$ cat src/rtl/lfu_pkg.sv
// Shared constants and types for the LFU cache.
`timescale 1ns / 1ps
package lfu_pkg;
   localparam int ENTRIES    = 16;
   localparam int IDX_BITS   = $clog2(ENTRIES);
   localparam int CAP_BITS   = 5;
   localparam int COUNT_BITS = 16;
   localparam int DATA_BITS  = 32;

   typedef logic [IDX_BITS-1:0]   idx_type;
   typedef logic [CAP_BITS-1:0]   cap_type;
   typedef logic [COUNT_BITS-1:0] count_type;
   typedef logic [DATA_BITS-1:0]  data_type;

   localparam count_type COUNT_MAX = '1;
   localparam cap_type   CAP_RESET = cap_type'(16);
   localparam cap_type   CAP_LIMIT = cap_type'(ENTRIES);
   localparam logic      MODE_GET  = 1'b0;
   localparam logic      MODE_PUT  = 1'b1;

   typedef struct packed {
      logic     mode;
      data_type key;
      data_type value;
   } req_type;

   typedef struct packed {
      logic     hit;
      data_type read_value;
      logic     evicted;
      data_type evicted_key;
   } rsp_type;

   typedef struct packed {
      logic capture;
      logic match;
      logic scan;
      logic evict;
      logic update;
   } cmd_type;

   typedef struct packed {
      logic need_evict;
      logic scan_last;
   } status_type;
endpackage

$ cat src/rtl/lfu_cache_top.sv
// Top level of the LFU cache with least-recently-used tie-break.
//
// Requests arrive on req_valid/req_stall/req_data: a get (mode 0) looks a key
// up, a put (mode 1) stores a key/value pair. Each request gives one response
// on rsp_valid/rsp_stall/rsp_data with hit, read_value, evicted, evicted_key.
// A request is taken when valid is high and stall is low.
// A request that needs no eviction goes from match straight to update; a put
// that evicts first runs a victim search that walks the 16 entries one per
// cycle, then an evict step. One request is in work at a time; the next one
// is accepted on the cycle after its response is loaded.
// The response sits in an output register, so a request can be accepted while
// the previous response still waits; if the receiver stalls, the request in
// work holds before its final update until the register frees up.
// csr_we/csr_wdata write the capacity register; write it only while idle.
// Synchronous reset empties the cache and sets the capacity to 16.
`timescale 1ns / 1ps
module lfu_cache_top (
   input  logic                   clock,
   input  logic                   reset,
   input  logic                   req_valid,
   output logic                   req_stall,
   input  lfu_pkg::req_type       req_data,
   output logic                   rsp_valid,
   input  logic                   rsp_stall,
   output lfu_pkg::rsp_type       rsp_data,
   input  logic                   csr_we,
   input  lfu_pkg::cap_type       csr_wdata
);
   lfu_pkg::cmd_type    cmd;
   lfu_pkg::status_type status;

   lfu_ctrl u_ctrl (
      .clock     (clock),
      .reset     (reset),
      .req_valid (req_valid),
      .req_stall (req_stall),
      .rsp_valid (rsp_valid),
      .rsp_stall (rsp_stall),
      .status    (status),
      .cmd       (cmd)
   );

   lfu_dp u_dp (
      .clock     (clock),
      .reset     (reset),
      .cmd       (cmd),
      .req_data  (req_data),
      .csr_we    (csr_we),
      .csr_wdata (csr_wdata),
      .status    (status),
      .rsp_data  (rsp_data)
   );
endmodule

$ cat src/rtl/lfu_ctrl.sv
// Sequencer for one cache request: match, victim scan, evict, update.
`timescale 1ns / 1ps
module lfu_ctrl (
   input  logic                clock,
   input  logic                reset,
   input  logic                req_valid,
   output logic                req_stall,
   output logic                rsp_valid,
   input  logic                rsp_stall,
   input  lfu_pkg::status_type status,
   output lfu_pkg::cmd_type    cmd
);
   typedef enum logic [2:0] {
      ST_IDLE, ST_MATCH, ST_SCAN, ST_EVICT, ST_UPDATE
   } state_type;

   state_type state_ff, state_in;
   logic      rsp_valid_ff, rsp_valid_in;
   logic      slot_free;

   assign slot_free = !rsp_valid_ff || !rsp_stall;
   assign req_stall = (state_ff != ST_IDLE);
   assign rsp_valid = rsp_valid_ff;

   always_comb begin
      cmd.capture = (state_ff == ST_IDLE) && req_valid;
      cmd.match   = (state_ff == ST_MATCH);
      cmd.scan    = (state_ff == ST_SCAN);
      cmd.evict   = (state_ff == ST_EVICT);
      cmd.update  = (state_ff == ST_UPDATE) && slot_free;
   end

   always_comb begin
      state_in     = state_ff;
      rsp_valid_in = rsp_valid_ff && rsp_stall;
      unique case (state_ff)
         ST_IDLE: begin
            if (req_valid) state_in = ST_MATCH;
         end
         ST_MATCH: begin
            state_in = status.need_evict ? ST_SCAN : ST_UPDATE;
         end
         ST_SCAN: begin
            if (status.scan_last) state_in = ST_EVICT;
         end
         ST_EVICT: begin
            state_in = ST_UPDATE;
         end
         ST_UPDATE: begin
            if (slot_free) begin
               state_in     = ST_IDLE;
               rsp_valid_in = 1'b1;
            end
         end
         default: state_in = ST_IDLE;
      endcase
   end

   always_ff @(posedge clock) begin
      if (reset) begin
         state_ff     <= ST_IDLE;
         rsp_valid_ff <= 1'b0;
      end else begin
         state_ff     <= state_in;
         rsp_valid_ff <= rsp_valid_in;
      end
   end
endmodule

$ cat src/rtl/lfu_dp.sv
// Entry store, key match, victim scan and entry update for the LFU cache.
`timescale 1ns / 1ps
module lfu_dp (
   input  logic                 clock,
   input  logic                 reset,
   input  lfu_pkg::cmd_type     cmd,
   input  lfu_pkg::req_type     req_data,
   input  logic                 csr_we,
   input  lfu_pkg::cap_type     csr_wdata,
   output lfu_pkg::status_type  status,
   output lfu_pkg::rsp_type     rsp_data
);
   localparam int N = lfu_pkg::ENTRIES;

   lfu_pkg::cap_type   cap_ff, cap_eff;
   logic               valid_ff [N];
   logic               valid_in [N];
   lfu_pkg::idx_type   rank_ff  [N];
   lfu_pkg::idx_type   rank_in  [N];
   lfu_pkg::data_type  key_ff   [N];
   lfu_pkg::data_type  key_in   [N];
   lfu_pkg::data_type  val_ff   [N];
   lfu_pkg::data_type  val_in   [N];
   lfu_pkg::count_type cnt_ff   [N];
   lfu_pkg::count_type cnt_in   [N];
   lfu_pkg::cap_type   occ_ff, occ_in;

   lfu_pkg::req_type   req_ff;
   logic               hit_ff, best_found_ff, evd_ff;
   lfu_pkg::idx_type   hit_idx_ff, scan_idx_ff, best_idx_ff;
   lfu_pkg::count_type best_cnt_ff;
   lfu_pkg::idx_type   best_rank_ff;
   lfu_pkg::data_type  evd_key_ff;
   lfu_pkg::rsp_type   rsp_ff, rsp_in;

   logic               hit_any, free_found, better;
   lfu_pkg::idx_type   hit_idx, free_idx, old_rank;

   assign cap_eff = (cap_ff > lfu_pkg::CAP_LIMIT) ? lfu_pkg::CAP_LIMIT : cap_ff;
   assign rsp_data = rsp_ff;
   // The eviction decision is read by the controller during the match cycle itself.
   assign status.need_evict = (req_ff.mode == lfu_pkg::MODE_PUT) && !hit_any &&
                              (cap_eff != '0) && (occ_ff >= cap_eff);
   assign status.scan_last  = (scan_idx_ff == lfu_pkg::idx_type'(N - 1));

   // Parallel key compare and lowest free slot.
   always_comb begin
      hit_any    = 1'b0;
      hit_idx    = '0;
      free_found = 1'b0;
      free_idx   = '0;
      for (int i = N - 1; i >= 0; i--) begin
         if (valid_ff[i] && key_ff[i] == req_ff.key) begin
            hit_any = 1'b1;
            hit_idx = lfu_pkg::idx_type'(i);
         end
         if (!valid_ff[i]) begin
            free_found = 1'b1;
            free_idx   = lfu_pkg::idx_type'(i);
         end
      end
   end

   assign better = valid_ff[scan_idx_ff] &&
      (!best_found_ff || cnt_ff[scan_idx_ff] < best_cnt_ff ||
       (cnt_ff[scan_idx_ff] == best_cnt_ff && rank_ff[scan_idx_ff] > best_rank_ff));
   assign old_rank = rank_ff[hit_idx_ff];

   always_comb begin
      valid_in = valid_ff;
      rank_in  = rank_ff;
      key_in   = key_ff;
      val_in   = val_ff;
      cnt_in   = cnt_ff;
      occ_in   = occ_ff;
      rsp_in   = rsp_ff;
      if (cmd.evict && best_found_ff) begin
         for (int i = 0; i < N; i++) begin
            if (valid_ff[i] && rank_ff[i] > rank_ff[best_idx_ff]) rank_in[i] = rank_ff[i] - 1'b1;
         end
         valid_in[best_idx_ff] = 1'b0;
         occ_in = occ_ff - 1'b1;
      end
      if (cmd.update) begin
         rsp_in = '0;
         if (hit_ff && (req_ff.mode == lfu_pkg::MODE_GET || cap_eff != '0)) begin
            // Hit: bump the count and make the entry the most recent.
            rsp_in.hit = 1'b1;
            if (req_ff.mode == lfu_pkg::MODE_GET) rsp_in.read_value = val_ff[hit_idx_ff];
            else val_in[hit_idx_ff] = req_ff.value;
            if (cnt_ff[hit_idx_ff] != lfu_pkg::COUNT_MAX) begin
               cnt_in[hit_idx_ff] = cnt_ff[hit_idx_ff] + 1'b1;
            end
            for (int i = 0; i < N; i++) begin
               if (valid_ff[i] && lfu_pkg::idx_type'(i) != hit_idx_ff && rank_ff[i] < old_rank) begin
                  rank_in[i] = rank_ff[i] + 1'b1;
               end
            end
            rank_in[hit_idx_ff] = '0;
         end else if (req_ff.mode == lfu_pkg::MODE_PUT && cap_eff != '0) begin
            rsp_in.evicted     = evd_ff;
            rsp_in.evicted_key = evd_key_ff;
            if (free_found) begin
               for (int i = 0; i < N; i++) begin
                  if (valid_ff[i]) rank_in[i] = rank_ff[i] + 1'b1;
               end
               valid_in[free_idx] = 1'b1;
               key_in[free_idx]   = req_ff.key;
               val_in[free_idx]   = req_ff.value;
               cnt_in[free_idx]   = lfu_pkg::count_type'(1);
               rank_in[free_idx]  = '0;
               occ_in             = occ_ff + 1'b1;
            end
         end
      end
   end

   always_ff @(posedge clock) begin
      if (reset) begin
         cap_ff   <= lfu_pkg::CAP_RESET;
         occ_ff   <= '0;
         valid_ff <= '{default: 1'b0};
         rank_ff  <= '{default: '0};
      end else begin
         if (csr_we) cap_ff <= csr_wdata;
         occ_ff   <= occ_in;
         valid_ff <= valid_in;
         rank_ff  <= rank_in;
      end
   end

   always_ff @(posedge clock) begin
      key_ff <= key_in;
      val_ff <= val_in;
      cnt_ff <= cnt_in;
      rsp_ff <= rsp_in;
      if (cmd.capture) req_ff <= req_data;
      if (cmd.match) begin
         hit_ff        <= hit_any;
         hit_idx_ff    <= hit_idx;
         scan_idx_ff   <= '0;
         best_found_ff <= 1'b0;
         evd_ff        <= 1'b0;
         evd_key_ff    <= '0;
      end
      if (cmd.scan) begin
         scan_idx_ff <= scan_idx_ff + 1'b1;
         if (better) begin
            best_found_ff <= 1'b1;
            best_idx_ff   <= scan_idx_ff;
            best_cnt_ff   <= cnt_ff[scan_idx_ff];
            best_rank_ff  <= rank_ff[scan_idx_ff];
         end
      end
      if (cmd.evict && best_found_ff) begin
         evd_ff     <= 1'b1;
         evd_key_ff <= key_ff[best_idx_ff];
      end
   end
endmodule

$ cat config.mk
export PLATFORM = sky130hd
export DESIGN_NAME = lfu_cache_top
export DESIGN_NICKNAME = d
export VERILOG_FILES = /design/src/rtl/lfu_pkg.sv /design/src/rtl/lfu_cache_top.sv /design/src/rtl/lfu_ctrl.sv /design/src/rtl/lfu_dp.sv
export SDC_FILE = /design/constraint.sdc
export NUM_CORES = 2
export LEC_CHECK = 0
export BUFFER_PORTS_ARGS = -buffer_cell sky130_fd_sc_hd__buf_2
export CORE_UTILIZATION = 45
export DETAILED_ROUTE_END_ITERATION = 6
export SLEW_MARGIN = 0
export SYNTH_ARGS = -nofsm -noshare
export SYNTH_HDL_FRONTEND = slang
export SYNTH_HIERARCHICAL = 1
export SYNTH_SLANG_ARGS = --single-unit
$ cat constraint.sdc
create_clock -name clock -period 18.47 [get_ports clock]
set_input_delay 0.9235 -clock clock [delete_from_list [all_inputs] [get_ports clock]]
set_output_delay 0.9235 -clock clock [all_outputs]
set_load 0.02 [all_outputs]
## Word-level counts from Yosys, hierarchy flattened

Cells that the tools add are included.

| word-level totals | value |
|---|---|
| bits of input ports | 75 |
| word-level logic and storage cells | 637 |
| flip-flop bits (word level) | 1,572 |

| cells by class | value |
|---|---|
| add/sub/neg operators | 36 |
| bitwise logic cells | 17 |
| reduce and logical (&&, ||, !) cells | 104 |
| equal/unequal tests | 43 |
| $lt $le $gt $ge | 43 |
| mux-type cells | 291 |

Operators with widths:

| kind | count |
|---|---|
| 512-bit 2-to-1 mux | 4 |
| 512-bit bitwise mux | 3 |
| 256-bit 2-to-1 mux | 4 |
| 4-bit 2-to-1 mux | 178 |
| 32-bit equality test | 16 |
| 64-bit 2-to-1 mux | 5 |
| 32-bit 2-to-1 mux | 9 |
| 32-bit binary-select mux with 4-bit select | 2 |
| 256-bit bitwise mux | 1 |
| 32-bit demux with 4-bit select | 2 |
| 240-bit AND | 1 |
| 240-bit NOT | 1 |
| 16-bit 2-to-1 mux | 11 |
| 64-bit AND | 2 |
| 16-bit binary-select mux with 4-bit select | 2 |
| 16-bit demux with 4-bit select | 2 |
| 64-bit NOT | 2 |
| 1-bit logical AND | 78 |
| 4-bit by 1-bit adder with 4-bit output, second input constant | 17 |
| 4-bit > comparator | 17 |
| 4-bit less-than comparator | 16 |
| 4-bit by 1-bit subtractor with 4-bit output, second input constant | 16 |
| 4-bit binary-select mux with 4-bit select | 3 |
| 1-bit 2-to-1 mux | 42 |
| 46 further kinds | 100 |

## Logic depth before layout (Yosys ltp)

| depth | value |
|---|---|
| depth after elaboration | 27 |
| gate-level depth with buffers | 21 |

## Cells and area by module

The synthesis kept the hierarchy.

By module, submodules not included:

| module | seq. area each (µm²) | cells each | area each (µm²) | instances |
|---|---|---|---|---|
| lfu_dp | 46,164.3 | 5,860 | 81,575.7 | 1 |
| lfu_ctrl | 80.1 | 26 | 237.7 | 1 |

## Worst setup path before layout

No wires, ideal clock.

| timing | value |
|---|---|
| path type | input-to-reg |
| from | input port req_valid |
| to | register u_dp/req_ff[0] (netlist name) (enable) |
| arrival | 7.513 ns |
| setup slack | 10.285 ns |
| path buffers | 0 |
| stages on the path | 1 |
| cell sequence | nor4b_1 |

| between the ends | value |
|---|---|
| longest elaborated chain between the ends | 1 |

Ends and longest elaborated chain:

| what | line | RTL |
|---|---|---|
| start, declared | lfu_cache_top.sv:20 | `input logic req_valid,` |
| 1-bit logical AND | lfu_ctrl.sv:26 | `cmd.capture = (state_ff == ST_IDLE) && req_valid;` |
| end signal, assigned | lfu_dp.sv:137 | `if (cmd.capture) req_ff <= req_data;` |
| end, declared | lfu_dp.sv:28 | `lfu_pkg::req_type req_ff;` |

Every way passes these cells.
A chain may end at the register's enable or synchronous reset.

## Worst setup path after layout

| timing | value |
|---|---|
| from | register u_dp.hit_idx_ff[1] |
| to | register u_dp/cnt_ff[252] (netlist name) (enable) |

| between the ends | value |
|---|---|
| longest elaborated chain between the ends | 7 |

Ends and longest elaborated chain:

| what | line | RTL |
|---|---|---|
| start, declared | lfu_dp.sv:30 | `lfu_pkg::idx_type hit_idx_ff, scan_idx_ff, best_idx_ff;` |
| start signal, assigned | lfu_dp.sv:140 | `hit_idx_ff <= hit_idx;` |
| 4-bit NOT with 5-bit output (not written as such) | lfu_dp.sv:91 | `if (cnt_ff[hit_idx_ff] != lfu_pkg::COUNT_MAX) begin` |
| 16-bit binary-select mux with 4-bit select | lfu_dp.sv:91 |  |
| 16-bit 2-to-1 mux (not written as such) (2 in a row) | lfu_dp.sv:91 |  |
| 16-bit != test | lfu_dp.sv:91 |  |
| 2-bit != test (no line) | n/a |  |
| 4-bit AND reduction (no line) | n/a |  |
| end signal, assigned | lfu_dp.sv:135 | `cnt_ff <= cnt_in;` |
| end, declared | lfu_dp.sv:24 | `lfu_pkg::count_type cnt_ff [N];` |

Every way passes these cells. The select of a mux whose other input is x is not followed.

==> flow_summary.toml <==
[sta]
worst_pin_slew_ns = 1.365
setup_viol = 0
skew_ns = 0.04300
rsz0062_at_grt = "false"
tns_ns = 0
fmax_ghz = 0.1751
fin_crit_ns = 5.710
maxSlewHeadroom_pct = 8.324
post-route-period-util_pct = 30.91
hold_violations = 0
maxSlewViolCount = 0

[setup_path]
r2r_end = "u_dp/cnt_ff[252]"
crit_buf_inv = 2
criticalPathCategory = "reg2reg"
r2r_setup_slack_ns = 12.76
path_common_cell = "mux4_2"
start_kind = "flop"
endpoint = "u_dp/cnt_ff[252]"
crit_family = "simple AND/OR/NAND/NOR gates"
path_max_fanout = 145
crit_slowest_cell = "nor2_2"
crit_path_max_incr_delay_ns = 1.04
end_kind = "flop"
crit_chain = "buf_12, buf_4, mux4_2, mux4_2, and2_1, and3_1, and2_4, nand2_2, nor3_1, or2_1, nor2_2"
cp.arrival_ns = 6.13
crit_start = "u_dp/hit_idx_ff[1]"
rr_startpoint = "u_dp/hit_idx_ff[1]"
cp_num_cells = 11
cp.required_ns = 18.89
reg2reg_depth = 11

[clock_network]
post-cts-setup-buffers = 0
cts_buffer_depth = 3
holdBufCountCts = 0
cts_sinks = 1572
tritoncts = "built"
htree_levels = 4
cts_buffers = 176
cts_root_buf = "clkbuf_16"
post_cts_resized = 0
insertion_delay_ns = 0.85
clk_pin_slew_worst_paths_ns = 0.06

[yosys]
yosys.area.top_type = "edfxtp_1"
synth_ff_type = "edfxtp_1"
synth_top_area_share_pct = 54.18
synth_area_leaders = "edfxtp_1 54%, mux4_2 15%, xnor2_1 5.0%, and2_1 4.2%, ha_1 2.6%"
synthCells = 5886
syn_area_um2 = 81810
yosysMostFrequentCell = "edfxtp_1"
ys_seq_area_share_pct = 56.52
synth_warnings = 6
synth_edf_count = 1476
avgSynthCellArea_um2 = 13.90
async_flop_share_pct = 0
ys_ff_latch = 1572
synth_common_cells = "1476 x edfxtp_1, 555 x and2_1, 544 x mux4_2"
ys_types = 93
synth_fp_nets = 6134

[grt]
antenna_found_initial = 9
grt_pass1_vias = 52250
grtUsageTotal_pct = 28.40
grt_max_degree = 146
grt_overflow_total = 0
grt_first_pass_wirelength_mm = 377.3

[power_and_ir_drop]
total_leakage_power_nw = 30.12
powerDensity_nw_per_um2 = 87.83
worst_ir_drop_vdd_v = 0.00009147

[routing]
drt-pass1-iter-count = 5
post-route-drc-count = 0
vias = 52800
drtIter0Drc = 6531
routedWlPerCell_um = 31.00
ant_nets = 0
via_per_inst = 6.234
wirelength_mm = 262.6

[die]
coreArea_um2 = 180700
start_util_pct = 45.26
num_io_pins = 143
rows = 156
die_w_um = 428.4
die-area_um2 = 183500
die_y_um = 428.4

[finish]
drive_gt1_share_pct = 19.72
syn_to_final_growth_pct = 11.36
nets = 6206
fin_cells = 8469
nFillCells = 15350

[placement]
dp_hpwl_mm = 165.7
gp_congestion = 0.9450
place_inst = 8150
port_buffers = 142

[status]
status = "completed"

[job]
max-cap-violations = 0

[hold_path]
hold_class = "in2reg"
cell type report:
| type | instances | area, µm² | area share, % |
|---|---|---|---|
| Clock buffer | 215 | 4676 | 5.132 |
| Antenna cell | 3 | 7.507 | 0.008240 |
| Tap cell | 2370 | 2965 | 3.255 |
| Sequential cell | 1572 | 46240 | 50.76 |
| Clock inverter | 101 | 993.5 | 1.090 |
| Inverter | 129 | 484.2 | 0.5315 |
| Multi-Input combinational cell | 3765 | 33650 | 36.94 |
| Timing Repair Buffer | 314 | 2079 | 2.283 |
cell families after synthesis:
kind of cell	count (synthesis)	share of synthesized area [%]
AND/OR/NAND/NOR	1718	11.06
AO/OA/AOI/OAI	706	5.295
adder cells (fa/ha/maj)	173	2.646
buffers and inverters	549	2.681
XOR/XNOR	594	6.451
multiplexers	574	15.35
flip-flops	1572	56.52
through the flow:
step	hold slack (ns)	power, W	instance area, µm²	setup WS (ns)	utilization (%)
6_report	0.2601	0.008001	91100	12.76	50.41
5_1_grt	0.2295	0.008206	91100	12.54	50.40
4_1_cts	0.1926	0.008057	91100	12.81	50.40
3_5_place_dp	0.4960	0.004583	85430	12.88	47.26
3_3_place_gp	0.4722	0.004576	85430	12.87	47.26
2_1_floorplan	0.4244	0.004366	81810	10.29	-
placed cells by master, fill, tap and decap left out, drive strengths merged, types with 173 or more instances in the layout:
master,n
edfxtp,1476
and2,558
mux4,544
xnor2,470
nand2,454
o21ai,349
buf,314
clkbuf,215
nor2,199
ha,173
flip-flops by register name (all words and copies together), names as in the netlist, 5 cells and up:
signal            cells
u_dp/best_cnt_ff     16
u_dp/cap_ff           5
u_dp/cnt_ff         256
u_dp/evd_key_ff      32
u_dp/key_ff         512
u_dp/occ_ff           5
u_dp/rank_ff         64
u_dp/req_ff          65
u_dp/rsp_data        66
u_dp/val_ff         512
u_dp/valid_ff        16
worst min path at each step:
stage                                to  cells after the start                 from  slack, ns
floorplan           u_dp/best_idx_ff[2]                      0  u_dp/scan_idx_ff[2]       0.42
global placement            u_dp/evd_ff                      2          u_dp/evd_ff       0.47
detailed placement          u_dp/evd_ff                      2          u_dp/evd_ff       0.50
CTS                     u_dp/req_ff[16]                      1         req_data[16]       0.19
global route            u_dp/req_ff[23]                      1         req_data[23]       0.23
finish                  u_dp/req_ff[42]                      1         req_data[42]       0.26
per-layer routing:
metal,wire length [µm],track usage (%)
met1,101500,37.26
met4,14600,14.42
met3,20750,4.398
met2,125700,45.93
met5,46,0
power breakdown:
group          switching, W  total (W)  internal [W]
Sequential        0.0000316    0.00396       0.00393
Clock               0.00148    0.00349       0.00201
Combinational      0.000362   0.000552      0.000190
Note: power is estimated with default switching activity, not from simulation.
